**config.mk**
```make
export PLATFORM = sky130hd
export DESIGN_NAME = position_frame_deframer
export DESIGN_NICKNAME = d
export VERILOG_FILES = /design/src/hw/rtl/pfd_pkg.sv /design/src/hw/rtl/pfd_front.sv /design/src/hw/rtl/pfd_queue.sv /design/src/hw/rtl/pfd_back.sv /design/src/hw/rtl/position_frame_deframer.sv
export SDC_FILE = /design/constraint.sdc
export NUM_CORES = 1
export LEC_CHECK = 0
export ABC_CLOCK_PERIOD_IN_PS = 7800
export BUFFER_PORTS_ARGS = -buffer_cell sky130_fd_sc_hd__buf_4
export CAP_MARGIN = 20
export CORE_ASPECT_RATIO = 0.5
export CORE_UTILIZATION = 29
export CTS_BUF_LIST = sky130_fd_sc_hd__clkbuf_16
export CTS_CLUSTER_DIAMETER = 150
export DETAILED_ROUTE_END_ITERATION = 12
export HOLD_SLACK_MARGIN = 0.15
export SETUP_SLACK_MARGIN = 0.1
export SYNTH_ARGS = -nofsm -noshare
export SYNTH_HDL_FRONTEND = slang
export SYNTH_SLANG_ARGS = --single-unit
```
**constraint.sdc**
```tcl
create_clock -name clk -period 7.8 [get_ports clk]
set_clock_uncertainty 0.2 [all_clocks]
set_input_delay 1.17 -clock clk [delete_from_list [all_inputs] [get_ports clk]]
set_output_delay 1.17 -clock clk [all_outputs]
set_load 0.1 [all_outputs]
```
**src/hw/rtl/pfd_pkg.sv**
```systemverilog
package pfd_pkg;

  localparam int PAYLOAD_BYTES = 24;
  localparam int IDX_W = 5;

  // register indexes (byte address = 4 * index)
  localparam logic [2:0] REG_HEAD_FIRST  = 3'd0;
  localparam logic [2:0] REG_HEAD_SECOND = 3'd1;
  localparam logic [2:0] REG_TAIL_FIRST  = 3'd2;
  localparam logic [2:0] REG_TAIL_SECOND = 3'd3;
  localparam logic [2:0] REG_FRAME_IDENT = 3'd4;
  localparam logic [2:0] REG_LENGTH_CODE = 3'd5;

  localparam logic [7:0] FRAME_IDENT_RST = 8'h01;
  localparam logic [7:0] LENGTH_CODE_RST = 8'h18;

  // operations handed from front to back
  localparam logic [1:0] OP_PAY    = 2'd0;
  localparam logic [1:0] OP_CHK_LO = 2'd1;
  localparam logic [1:0] OP_CHK_HI = 2'd2;
  localparam logic [1:0] OP_EMIT   = 2'd3;

  typedef struct packed {
    logic [7:0] data_byte;
    logic       last_in_buffer;
  } in_item_t;

  typedef struct packed {
    logic [31:0] word_x;
    logic [31:0] word_y;
    logic [31:0] word_yaw;
    logic [31:0] word_yaw_rate;
    logic [31:0] word_speed;
    logic [31:0] word_extra;
    logic [15:0] check_word;
  } out_item_t;

  typedef struct packed {
    logic [7:0] head_first;
    logic [7:0] head_second;
    logic [7:0] tail_first;
    logic [7:0] tail_second;
    logic [7:0] frame_ident;
    logic [7:0] length_code;
  } cfg_t;

  typedef struct packed {
    logic [1:0]       kind;
    logic [IDX_W-1:0] idx;
    logic [7:0]       data;
  } op_t;

endpackage

```
**src/hw/rtl/pfd_front.sv**
```systemverilog
module pfd_front
  import pfd_pkg::*;
(
  input  logic     clk,
  input  logic     rst,
  input  cfg_t     cfg,
  input  logic     accept,
  input  in_item_t item,
  output logic     push,
  output op_t      push_op
);

  localparam logic [3:0] PH_HEAD1   = 4'd0;
  localparam logic [3:0] PH_HEAD2   = 4'd1;
  localparam logic [3:0] PH_IDENT   = 4'd2;
  localparam logic [3:0] PH_LENGTH  = 4'd3;
  localparam logic [3:0] PH_PAYLOAD = 4'd4;
  localparam logic [3:0] PH_CHECK   = 4'd5;
  localparam logic [3:0] PH_TAIL1   = 4'd6;
  localparam logic [3:0] PH_TAIL2   = 4'd7;
  localparam logic [3:0] PH_IGNORE  = 4'd8;

  localparam logic [IDX_W-1:0] PAY_LAST = IDX_W'(PAYLOAD_BYTES - 1);

  logic [3:0]       phase, phase_next;
  logic [IDX_W-1:0] byte_count, byte_count_next;
  logic [7:0]       b;

  assign b = item.data_byte;

  always_comb begin
    phase_next      = phase;
    byte_count_next = byte_count;
    push            = 1'b0;
    push_op.kind    = OP_PAY;
    push_op.idx     = byte_count;
    push_op.data    = b;
    if (accept) begin
      case (phase)
        PH_HEAD1:  phase_next = (b == cfg.head_first)  ? PH_HEAD2  : PH_HEAD1;
        PH_HEAD2:  phase_next = (b == cfg.head_second) ? PH_IDENT  : PH_HEAD1;
        PH_IDENT:  phase_next = (b == cfg.frame_ident) ? PH_LENGTH : PH_HEAD1;
        PH_LENGTH: begin
          phase_next      = (b == cfg.length_code) ? PH_PAYLOAD : PH_HEAD1;
          byte_count_next = '0;
        end
        PH_PAYLOAD: begin
          push = 1'b1;
          if (byte_count == PAY_LAST) begin
            byte_count_next = '0;
            phase_next      = PH_CHECK;
          end else begin
            byte_count_next = byte_count + 1'b1;
          end
        end
        PH_CHECK: begin
          push = 1'b1;
          if (byte_count == '0) begin
            push_op.kind    = OP_CHK_LO;
            byte_count_next = IDX_W'(1);
          end else begin
            push_op.kind    = OP_CHK_HI;
            byte_count_next = '0;
            phase_next      = PH_TAIL1;
          end
        end
        PH_TAIL1: phase_next = (b == cfg.tail_first) ? PH_TAIL2 : PH_HEAD1;
        PH_TAIL2: begin
          push         = (b == cfg.tail_second);
          push_op.kind = OP_EMIT;
          phase_next   = PH_IGNORE;
        end
        PH_IGNORE: phase_next = PH_IGNORE;
        default: begin
          phase_next      = PH_HEAD1;
          byte_count_next = '0;
        end
      endcase
      if (item.last_in_buffer) begin
        phase_next      = PH_HEAD1;
        byte_count_next = '0;
      end
    end
  end

  always_ff @(posedge clk) begin
    if (rst) begin
      phase      <= PH_HEAD1;
      byte_count <= '0;
    end else begin
      phase      <= phase_next;
      byte_count <= byte_count_next;
    end
  end

endmodule

```
**src/hw/rtl/pfd_queue.sv**
```systemverilog
module pfd_queue
  import pfd_pkg::*;
#(
  parameter int DEPTH = 4
) (
  input  logic clk,
  input  logic rst,
  input  logic push,
  input  op_t  push_op,
  output logic full,
  output logic head_valid,
  output op_t  head_op,
  input  logic pop
);

  localparam int AW = (DEPTH > 1) ? $clog2(DEPTH) : 1;
  localparam int CW = $clog2(DEPTH + 1);

  op_t           mem [DEPTH];
  logic [AW-1:0] wr_ptr, rd_ptr;
  logic [CW-1:0] count;
  logic          do_push, do_pop;

  assign full       = (count == CW'(DEPTH));
  assign head_valid = (count != '0);
  assign head_op    = mem[rd_ptr];
  assign do_push    = push && !full;
  assign do_pop     = pop && head_valid;

  always_ff @(posedge clk) begin
    if (do_push) begin
      mem[wr_ptr] <= push_op;
    end
  end

  always_ff @(posedge clk) begin
    if (rst) begin
      wr_ptr <= '0;
      rd_ptr <= '0;
      count  <= '0;
    end else begin
      if (do_push) begin
        wr_ptr <= (wr_ptr == AW'(DEPTH - 1)) ? '0 : wr_ptr + 1'b1;
      end
      if (do_pop) begin
        rd_ptr <= (rd_ptr == AW'(DEPTH - 1)) ? '0 : rd_ptr + 1'b1;
      end
      case ({do_push, do_pop})
        2'b10:   count <= count + 1'b1;
        2'b01:   count <= count - 1'b1;
        default: count <= count;
      endcase
    end
  end

endmodule

```
**src/hw/rtl/pfd_back.sv**
```systemverilog
module pfd_back
  import pfd_pkg::*;
(
  input  logic      clk,
  input  logic      rst,
  input  logic      head_valid,
  input  op_t       head_op,
  output logic      pop,
  output logic      out_valid,
  input  logic      out_stall,
  output out_item_t out_item
);

  logic [7:0]  pay [PAYLOAD_BYTES];
  logic [15:0] chk;
  logic        is_emit;

  assign is_emit = (head_op.kind == OP_EMIT);
  // an emit waits only while the output register is still held
  assign pop = head_valid && (!is_emit || !out_valid || !out_stall);

  always_ff @(posedge clk) begin
    if (pop) begin
      case (head_op.kind)
        OP_PAY:    pay[head_op.idx] <= head_op.data;
        OP_CHK_LO: chk[7:0]         <= head_op.data;
        OP_CHK_HI: chk[15:8]        <= head_op.data;
        OP_EMIT: begin
          out_item.word_x        <= {pay[3],  pay[2],  pay[1],  pay[0]};
          out_item.word_y        <= {pay[7],  pay[6],  pay[5],  pay[4]};
          out_item.word_yaw      <= {pay[11], pay[10], pay[9],  pay[8]};
          out_item.word_yaw_rate <= {pay[15], pay[14], pay[13], pay[12]};
          out_item.word_speed    <= {pay[19], pay[18], pay[17], pay[16]};
          out_item.word_extra    <= {pay[23], pay[22], pay[21], pay[20]};
          out_item.check_word    <= chk;
        end
        default: ;
      endcase
    end
  end

  always_ff @(posedge clk) begin
    if (rst) begin
      out_valid <= 1'b0;
    end else if (pop && is_emit) begin
      out_valid <= 1'b1;
    end else if (!out_stall) begin
      out_valid <= 1'b0;
    end
  end

endmodule

```
**src/hw/rtl/position_frame_deframer.sv**
```systemverilog
// frame_valid rises once the emit op for the accepted second tail byte leaves
//   the queue for the output register; older queued ops or an output stall delay it.
// Throughput: one byte per cycle; byte_stall rises only when the front/back
//   queue is full, which happens while a finished frame waits at the output.
// Reset (rst, synchronous): parser hunts for the first header, queue empty,
//   no frame pending; registers return to their defaults (ident 0x01, length 0x18).
module position_frame_deframer
  import pfd_pkg::*;
#(
  parameter int QUEUE_DEPTH = 4
) (
  input  logic        clk,
  input  logic        rst,
  // received bytes
  input  logic        byte_valid,
  output logic        byte_stall,
  input  in_item_t    byte_item,
  // decoded frames
  output logic        frame_valid,
  input  logic        frame_stall,
  output out_item_t   frame_item,
  // register port
  input  logic        psel,
  input  logic        penable,
  input  logic        pwrite,
  input  logic [4:0]  paddr,
  input  logic [31:0] pwdata,
  output logic [31:0] prdata,
  output logic        pready
);

  cfg_t        cfg;
  logic        wr_en;
  logic [2:0]  reg_idx;
  logic        accept;
  logic        push;
  op_t         push_op;
  logic        q_full;
  logic        head_valid;
  op_t         head_op;
  logic        pop;

  // ---------------------------------------------------------------
  // Register file. Writes land on the access phase; index six and
  // seven decode to nothing and are dropped.
  // ---------------------------------------------------------------
  assign pready  = 1'b1;
  assign reg_idx = paddr[4:2];
  assign wr_en   = psel && penable && pwrite && pready;

  always_ff @(posedge clk) begin
    if (rst) begin
      cfg.head_first  <= '0;
      cfg.head_second <= '0;
      cfg.tail_first  <= '0;
      cfg.tail_second <= '0;
      cfg.frame_ident <= FRAME_IDENT_RST;
      cfg.length_code <= LENGTH_CODE_RST;
    end else if (wr_en) begin
      case (reg_idx)
        REG_HEAD_FIRST:  cfg.head_first  <= pwdata[7:0];
        REG_HEAD_SECOND: cfg.head_second <= pwdata[7:0];
        REG_TAIL_FIRST:  cfg.tail_first  <= pwdata[7:0];
        REG_TAIL_SECOND: cfg.tail_second <= pwdata[7:0];
        REG_FRAME_IDENT: cfg.frame_ident <= pwdata[7:0];
        REG_LENGTH_CODE: cfg.length_code <= pwdata[7:0];
        default: ;
      endcase
    end
  end

  always_comb begin
    case (reg_idx)
      REG_HEAD_FIRST:  prdata = {24'd0, cfg.head_first};
      REG_HEAD_SECOND: prdata = {24'd0, cfg.head_second};
      REG_TAIL_FIRST:  prdata = {24'd0, cfg.tail_first};
      REG_TAIL_SECOND: prdata = {24'd0, cfg.tail_second};
      REG_FRAME_IDENT: prdata = {24'd0, cfg.frame_ident};
      REG_LENGTH_CODE: prdata = {24'd0, cfg.length_code};
      default:         prdata = '0;
    endcase
  end

  // ---------------------------------------------------------------
  // Front: header/ident/length/tail matching, one byte per cycle when not stalled.
  // It only emits ops for bytes that change back-end state, so
  // header hunting never touches the queue.
  // ---------------------------------------------------------------
  assign byte_stall = q_full;
  assign accept     = byte_valid && !byte_stall;

  pfd_front u_front (
    .clk     (clk),
    .rst     (rst),
    .cfg     (cfg),
    .accept  (accept),
    .item    (byte_item),
    .push    (push),
    .push_op (push_op)
  );

  // queue decouples the byte side from a stalled frame consumer
  pfd_queue #(
    .DEPTH (QUEUE_DEPTH)
  ) u_queue (
    .clk        (clk),
    .rst        (rst),
    .push       (push),
    .push_op    (push_op),
    .full       (q_full),
    .head_valid (head_valid),
    .head_op    (head_op),
    .pop        (pop)
  );

  // ---------------------------------------------------------------
  // Back: payload/check storage and the output register. A frame is
  // snapshotted on the emit op, so the next frame's bytes may refill
  // storage while the result still waits.
  // ---------------------------------------------------------------
  pfd_back u_back (
    .clk        (clk),
    .rst        (rst),
    .head_valid (head_valid),
    .head_op    (head_op),
    .pop        (pop),
    .out_valid  (frame_valid),
    .out_stall  (frame_stall),
    .out_item   (frame_item)
  );

endmodule

```
== Word level (Yosys, flattened, before mapping) ==
Memories as Yosys holds them, arrays and structs flattened. A register that Yosys moved wholly into a read port is not among the register bits.
Index checks and enable logic that the tools add are counted.
Widths: inputs -> output; s select.

* Bits in registers: 97
* Memory bits (writable): 252
* Bits of input ports: 53
* Output and inout port bits: 243
* Logic and storage cells: 118
* Memories: 2

{| class="wikitable"
|+ Memory list
! name !! words !! bits a word !! rd ports !! clocked after memory_dff !! write ports !! line !! text
|-
| u_back.pay || 24 || 8 || 24 || 24 || 1 || pfd_back.sv:14 || <nowiki>logic [7:0] pay [PAYLOAD_BYTES];</nowiki>
|-
| u_queue.mem || 4 || 15 || 1 || 1 || 1 || pfd_queue.sv:19 || <nowiki>op_t mem [DEPTH];</nowiki>
|}

* $add $sub $neg: 5
* Eq/ne operators: 32
* Mux-type cells: 31
* Reductions and logical operators: 33

{| class="wikitable"
|+ Operators by type and width
! kind !! number
|-
| $eq 8x8->1 || 6
|-
| $pmux 8 s6 || 1
|-
| $pmux 4 s8 || 1
|-
| $reduce_and 2->1 || 10
|-
| $eq 4x3->1 const B || 4
|-
| $mux 2 || 8
|-
| $pmux 5 s3 || 1
|-
| $mux 4 || 3
|-
| $eq 2x2->1 const B || 5
|-
| $mux 1 || 10
|-
| $mux 5 || 2
|-
| $eq 3x3->1 const B || 3
|-
| $eq 4x2->1 const B || 2
|-
| $logic_and 1x1->1 || 7
|-
| $eq 3x2->1 const B || 2
|-
| $mux 3 || 2
|-
| $pmux 3 s2 || 1
|-
| $reduce_or 6->1 || 1
|-
| $add 5x1->5 const B || 1
|-
| $eq 5x5->1 const B || 1
|-
| $logic_not 5->1 || 1
|-
| $add 2x1->2 const B || 2
|-
| $eq 2x1->1 const B || 2
|-
| $eq 4x1->1 const B || 1
|-
| 18 further kinds || 24
|}

== Logic depth before layout (Yosys ltp) ==
Gate-level depths: netlist of the first run.

* Word-level depth: 8
* Mapped depth: 12
* Depth with buffers taken out: 11

== Cells and area by module ==
Synthesis of the first run repeated with hierarchy kept, for this count alone.

* Cells, all modules: 1049
* Area, all modules: 19283.5 um^2

{| class="wikitable"
|+ Modules (own cells, without submodules)
! module !! times used !! cells each !! area an instance (um^2) !! sequential area each (um^2)
|-
| pfd_back || 1 || 464 || 12837.3 || 12512.0
|-
| pfd_queue || 1 || 132 || 2657.5 || 1981.9
|-
| position_frame_deframer || 1 || 288 || 2514.9 || 960.9
|-
| pfd_front || 1 || 165 || 1273.7 || 180.2
|}

== Worst setup path after synthesis of the first run ==
OpenSTA, ideal clock, no wires.

* Path type: input to register
* From: input frame_stall
* To: register, netlist name frame_item[100]
* Setup time: 595 ps
* Data arrival time: 6154 ps
* Path slack: 852 ps
* Cell stages on the path: 2
* Buffers on the path: 0
* Cells stage by stage: a31oi_4 > and2_1

* Cells in the longest elaborated chain, start to end: 4

{| class="wikitable"
|+ RTL lines
! item !! line !! text
|-
| start: declaration || position_frame_deframer.sv:20 || <nowiki>input logic frame_stall,</nowiki>
|-
| $logic_not 1->1 || pfd_back.sv:20 || <nowiki>assign pop = head_valid && (!is_emit || !out_valid || !out_stall);</nowiki>
|-
| $logic_or 1x1->1 || pfd_back.sv:20 ||
|-
| $logic_and 1x1->1 || pfd_back.sv:20 ||
|-
| $reduce_and 2->1 (no source line) || n/a ||
|}

Every way passes these cells.
A chain may end at the register's enable or synchronous reset.

== Final worst setup path of the first run ==
* From: input paddr[2]
* To: output prdata[2]

* Cells in the longest elaborated chain, start to end: 2
* Elaborated cells between the ends (all ways): 7
* Those cells by class: 5 x eq/ne; 1 x mux; 1 x reduce/logical

{| class="wikitable"
|+ RTL lines
! item !! line !! text
|-
| start: declaration || position_frame_deframer.sv:26 || <nowiki>input logic [4:0] paddr,</nowiki>
|-
| $eq 3x3->1 (tied with other cells) || position_frame_deframer.sv:73 || <nowiki>case (reg_idx)</nowiki>
|-
| $pmux 8 s6 (*) || position_frame_deframer.sv:73 ||
|-
| end: declaration || position_frame_deframer.sv:28 || <nowiki>output logic [31:0] prdata,</nowiki>
|}

Every way passes the cells marked *; elsewhere a longest branch is shown, timed or not.

==> results by group, run 1 <==
Status
  – Status: completed

Route
  – ANT nets after route: 0
  – Via density: 4.150
  – Starting DRT DRC Count: 626
  – Avg WL per Cell: 18.94 um
  – DR vias: 9035
  – Residual DRC: 0
  – Routed WL: 41240 um
  – DR pass1 iterations: 5

Logic synthesis
  – Area leader, netlist: edfxtp_1
  – Synth warn: 0
  – Post-synthesis cell area: 0.01890 mm^2
  – Post-synth EDFFs: 476
  – Synth Register Bits: between 500 and 600
  – Synth top area share: 75.62%
  – Syn Area/Cell: 18.92 um^2
  – Synth area leaders: edfxtp_1 76%, dfxtp_1 7.1%, mux2i_1 3.1%
  – Most used DFF post-synth: edfxtp_1
  – Seq/Total Area, Yosys: between 80% and 90%
  – Count of different cell masters after synthesis: 54
  – Asr flop ratio synth: 0%
  – Synthesized instance count: 999

Setup path
  – CP bufs+invs: 2
  – Critical path data required time: 6430 ps
  – Worst-path fanout max: 27
  – Delay-heaviest family, CP: buffers and inverters
  – Worst setup EP type: output port
  – Slowest cell on crit path: buf_4
  – Setup CP Type: primary input to output port
  – Cell Chain, Critical Path: buf_4 > nor2b_1 > a22oi_1 > o22ai_1 > buf_4
  – Startpoint types: primary input
  – Crit path arrival time: between 2000 and 3000 ps
  – CP startpoint: paddr[2]
  – CP dominant cell by count: buf_4
  – CP max stage delay: 360 ps

Placed design
  – DP HPWL: around 26000 um
  – Setup WS pre-CTS: 3658 ps
  – Placed cell count: approximately 2100
  – Post-DP Area: 0.02161 mm^2
  – RD Place Congestion: 0.7707
  – I/O Buffers: about 240

Timing
  – Highest clock rate: 0.2515 GHz
  – Tmin final: 3977 ps
  – Hold slack: 198.5 ps
  – Fin. Hold Viols: 0
  – Slew headroom: 27.65%
  – Final setup violation count: 0
  – Crit share post-route: between 50% and 60%
  – Sum Neg Setup Slack: 0 ps
  – Worst-margin pin slew: 1085 ps
  – RSZ-0062 raised after global routing: false
  – Max-slew violations: 0
  – Slack of the critical path: 3823 ps

CTS
  – Root Buffer: clkbuf_16
  – Total CTS buffers: 51
  – Sink Count: 543
  – Cts hold-fix bufs: 0
  – CTS resizes: 0
  – Later-pin clock latency in the skew report: 580 ps
  – H-tree depth: 2
  – CTS tree: yes
  – Clock tree buffer depth: 3
  – Worst-path clk slew: 70 ps
  – # Post-CTS Setup Buffers: 0

Finish
  – Post-Layout Inst Area: 0.02341 mm^2
  – Inserted Diodes: 0
  – Share of cells above drive strength 1: 27.11%
  – Final #Nets: 1327
  – Finished Layout Cells: 2177
  – Final Util: about 37%
  – Area growth, synth to finish: 23.86%

Die
  – Die height: between 150 and 200 um
  – # IOs: between 200 and 300
  – Core area: 0.06376 mm^2
  – Initial core utilization: 29.64%
  – Site Rows: 65
  – Die Width: ~360 um
  – Area of the die: roughly 0.066 mm^2

Global route
  – Number of global-route vias before repair: between 9000 and 10000
  – First-pass GRT wire length: 59330 um
  – GRT Util Overall: 12.07%
  – Initial antenna violation count: 0
  – Largest net degree at the start of global routing: approximately 190
  – Overflow after GRT: 0

Run
  – Max-Cap Viols: 0

Worst hold path
  – Hold Path Class: flop to flop
  – HP Start: u_back.pay[2][7]

Power
  – Leakage: between 8 and 9 nW
  – Maximum VDD drop: about 0.00022 V
  – Pwr per Cell Area: about 380 mW/mm^2
  – Power consumption: 8.883 mW
==> cells in the mapped netlist, types with 11 or more instances <==
cell      number
xor2_1        34
xnor2_1       16
buf_2         11
nand2_1       24
nor2_1        93
mux2i_1       59
edfxtp_1     476
dfxtp_1       67
a21oi_1       12
inv_1         14
buf_4         26
mux4_2        17
clkbuf_1      16
==> final cells by class <==
class	instances	area (um^2)
Clock inverter	42	471.7
Timing Repair Buffer	248	1894
Fill cell	5948	40350
Sequential cell	543	15640
Multi-Input combinational cell	406	2963
Tap cell	871	1090
Clock buffer	52	1301
Inverter	15	56.30
==> placed cells by master (no fill, tap or decap), types with 3 or more instances in the layout <==
| cell type | count |
|---|---|
| bufinv_16 | 9 |
| nand4_1 | 4 |
| xnor2_1 | 16 |
| nand4b_1 | 4 |
| and2_1 | 6 |
| mux4_2 | 17 |
| a211o_1 | 3 |
| nor2_1 | 93 |
| buf_4 | 246 |
| nor4_1 | 8 |
| conb_1 | 25 |
| or3_1 | 4 |
| clkinv_1 | 15 |
| a21oi_1 | 12 |
| nand2b_1 | 8 |
| xor2_1 | 34 |
| inv_1 | 17 |
| o21ai_0 | 9 |
| a31oi_1 | 7 |
| edfxtp_1 | 476 |
| clkbuf_16 | 52 |
| o221ai_1 | 4 |
| nand3_1 | 3 |
| clkinv_2 | 7 |
| nor2b_1 | 8 |
| o22ai_1 | 5 |
| nand2_1 | 24 |
| nor3_1 | 9 |
| nor3b_1 | 3 |
| ha_1 | 8 |
| or4_1 | 3 |
| dfxtp_1 | 67 |
| mux2i_1 | 59 |
==> registers in the layout, indices dropped and copies added (netlist names), 2 cells and up, named ones only <==
signal              count
cfg                    48
frame_item            192
u_back.chk             16
u_back.out_item        16
u_back.pay            192
u_front.byte_count      5
u_front.phase           4
u_queue.count           3
u_queue.mem            60
u_queue.rd_ptr          2
u_queue.wr_ptr          2
==> routing by layer <==
metal	GRT usage [%]	share of wire, %	vias to the layer above
met3	2.135	3.0	69
met5	0	0	-
met4	3.662	2.5	0
li1	-	-	4277
met2	22.59	55	124
met1	14.01	40	4565
==> kinds of logic after synthesis <==
| family | after synthesis | share of synthesized area (%) |
|---|---|---|
| AOI/OAI and AO/OA | 53 | 1.933 |
| xor gates and xnor gates | 50 | 2.317 |
| adders and majority gates | 9 | 0.6355 |
| buffers and inverters | 73 | 2.078 |
| DFF | 543 | 82.72 |
| muxes | 78 | 5.269 |
| other | 2 | 0.03973 |
| and+or+nand+nor | 191 | 5.011 |
==> where the power goes <==
group          switching, mW  internal [mW]
registers             0.0987           3.60
logic                   2.19          0.397
clock network           1.07           1.52
total                   3.37           5.52
==> worst paths after layout <==
path	end	slack [ps]	cells after the start
worst min register to register	frame_item[199]	200	0
worst max-delay path	prdata[2]	3820	5
worst min-delay path	frame_item[199]	200	0
worst max register to register	frame_item[101]	4130	6
Power figures use the tool's default switching activity.
==> inputs of run 2 (changes only) <==
ABC_CLOCK_PERIOD_IN_PS = 3800   (was 7800)
clock period = 3.8 ns   (was 7.8 ns; I/O delays follow)
==> run 2 against run 1 <==
Wire length is essentially flat. Clock-buffer cell count shrank 1. Non-clock buffer count grew 43. Clock power grew 91%. Critical path depth grew 8. Utilization grew 0.49 points. Cell count grew 2.0%. Sequential share of layout area shrank 0.89 points. Hold slack lost 8.1 ps. Global-route usage grew 0.13 points. Sequential power grew 100%. Power grew 100%. Critical path type is now primary input to flop.
==> results by group, run 2 (same netlist as run 1, synthesis figures left out) <==
Status
  – Status: completed

CTS
  – Later-pin clock latency in the skew report: about 600 ps
  – Total CTS buffers: 51
  – Worst-path clk slew: 60 ps
  – Sink Count: around 540
  – H-tree depth: 2
  – # Post-CTS Setup Buffers: 0
  – Root Buffer: clkbuf_16
  – Clock tree buffer depth: 3
  – CTS tree: yes

Timing
  – Highest clock rate: 0.3131 GHz
  – Max-slew violations: 0
  – Slew headroom: 40.93%
  – Final setup violation count: 0
  – Slack of the critical path: 606.5 ps
  – Fin. Hold Viols: 0
  – Sum Neg Setup Slack: 0 ps
  – Crit share post-route: 84.04%
  – Worst-margin pin slew: 886.1 ps
  – Tmin final: between 3000 and 4000 ps
  – RSZ-0062 raised after global routing: false

Finish
  – Most frequent cells in the layout: 476 x edfxtp_1, 268 x buf_4, 93 x nor2_1, 67 x dfxtp_1, 59 x mux2i_1
  – Area growth, synth to finish: 25.52%
  – Final #Nets: 1370
  – Share of cells above drive strength 1: between 20% and 30%
  – Filler cells: 5931
  – Most common cell after layout, fill and taps aside: edfxtp_1
  – Inserted Diodes: 0

Global route
  – First-pass GRT wire length: 60030 um
  – Overflow after GRT: 0
  – Number of global-route vias before repair: 9201
  – Initial antenna violation count: 0
  – GRT Util Overall: 12.20%
  – Largest net degree at the start of global routing: between 60 and 70

Setup path
  – Worst setup EP type: flop
  – Crit path arrival time: 3490 ps
  – Worst-path fanout max: 10
  – Setup CP Type: primary input to flop
  – Critical path data required time: between 4000 and 5000 ps
  – Startpoint types: primary input

Die
  – Core area: 0.06376 mm^2
  – Area of the die: approximately 0.066 mm^2
  – # IOs: about 300
  – Site Rows: 65
  – Initial core utilization: 29.64%
  – Die Width: 363.1 um
  – Die height: between 150 and 200 um

Route
  – Residual DRC: 0
  – DR vias: just over 9000
  – Via density: 4.127
  – Starting DRT DRC Count: 626
  – Routed WL: between 40000 and 50000 um
  – DR pass1 iterations: 5
  – ANT nets after route: 0
  – Avg WL per Cell: around 19 um

Run
  – Max-Cap Viols: 0

Placed design
  – Setup WS pre-CTS: approximately 560 ps
  – RD Place Congestion: 0.7734
  – DP HPWL: about 27000 um
  – I/O Buffers: around 240

Worst hold path
  – Hold Path Class: flop to flop

Power
  – Pwr per Cell Area: ~750 mW/mm^2
  – Leakage: 8.312 nW
  – Maximum VDD drop: just over 0.0004 V
## run 2: cell count changes in the layout (fill, tap and decap cells not counted), sizes merged
cell and delta:
clkbuf -1, clkinv +1, bufinv -5, inv +7
dlygate4sd3 +18, buf +25, clkinvlp -1
## run 2: timing repair
item / CTS / global route
gates resized for setup: 0 / 0
endpoints found under the hold margin: 83 / 0
hold buffers: 18 / 0
## run 2: worst max-delay path, cell delays in order
cell	delay, ps
dlygate4sd3_1	550
buf_4	190
xor2_1	150
nor4_1	370
a31oi_1	200
nor2_1	340
inv_1	90
ha_1	220
inv_1	100
fa_1	190
xor2_1	80
or3_1	300
a21oi_1	130
## run 2: layout make-up
type / instances / area, um^2 / share of cell area, %
clock inverters: 44 / 365.4 / 1.540
inverters: 15 / 56.30 / 0.2373
clock buffers: 51 / 1276 / 5.379
repair buffers: 291 / 2292 / 9.661
well taps: 871 / 1090 / 4.593
multi-input cells: 406 / 3012 / 12.69
flip-flops and latches: 543 / 15640 / 65.90
## run 2: per-layer routing
layer / track usage [%] / part of all wire, % / wire (um)
met5: 0 / 0 / 0
met2: 22.69 / 54 / 22480
met3: 2.174 / 3.2 / 1334
met1: 14.43 / 40 / 16670
met4: 3.274 / 1.9 / 777
## run 2: worst paths after layout
check	slack, ps	to	depth (start not counted)	from
setup / recovery	610	u_queue.count[2]	13	byte_item[7]
hold / removal	190	frame_item[89]	0	u_back.pay[13][1]
setup reg to reg	790	u_queue.count[2]	11	flop
hold reg to reg	190	frame_item[89]	0	u_back.pay[13][1]
## run 2: stage by stage
stage                     total power [mW]  std cells  hold slack (ps)  utilization [%]  area [um^2]
after floorplan                      11.68       1022            200.3                -        19040
after global placement               13.03       2108            200.7            34.35        21900
after detailed placement             13.06       2108            204.5            34.35        21900
after CTS                            18.02       2221            181.4            37.21        23730
after global routing                 18.38       2221            198.4            37.21        23730
final                                17.79       2221            190.5            37.21        23730
## run 2: report_power, final
group / switching, mW / internal [mW] / leakage (nW)
registers: 0.179 / 7.39 / 4.90
logic: 4.45 / 0.841 / 2.58
clock network: 2.20 / 2.74 / 0.830
total: 6.82 / 11.0 / 8.31
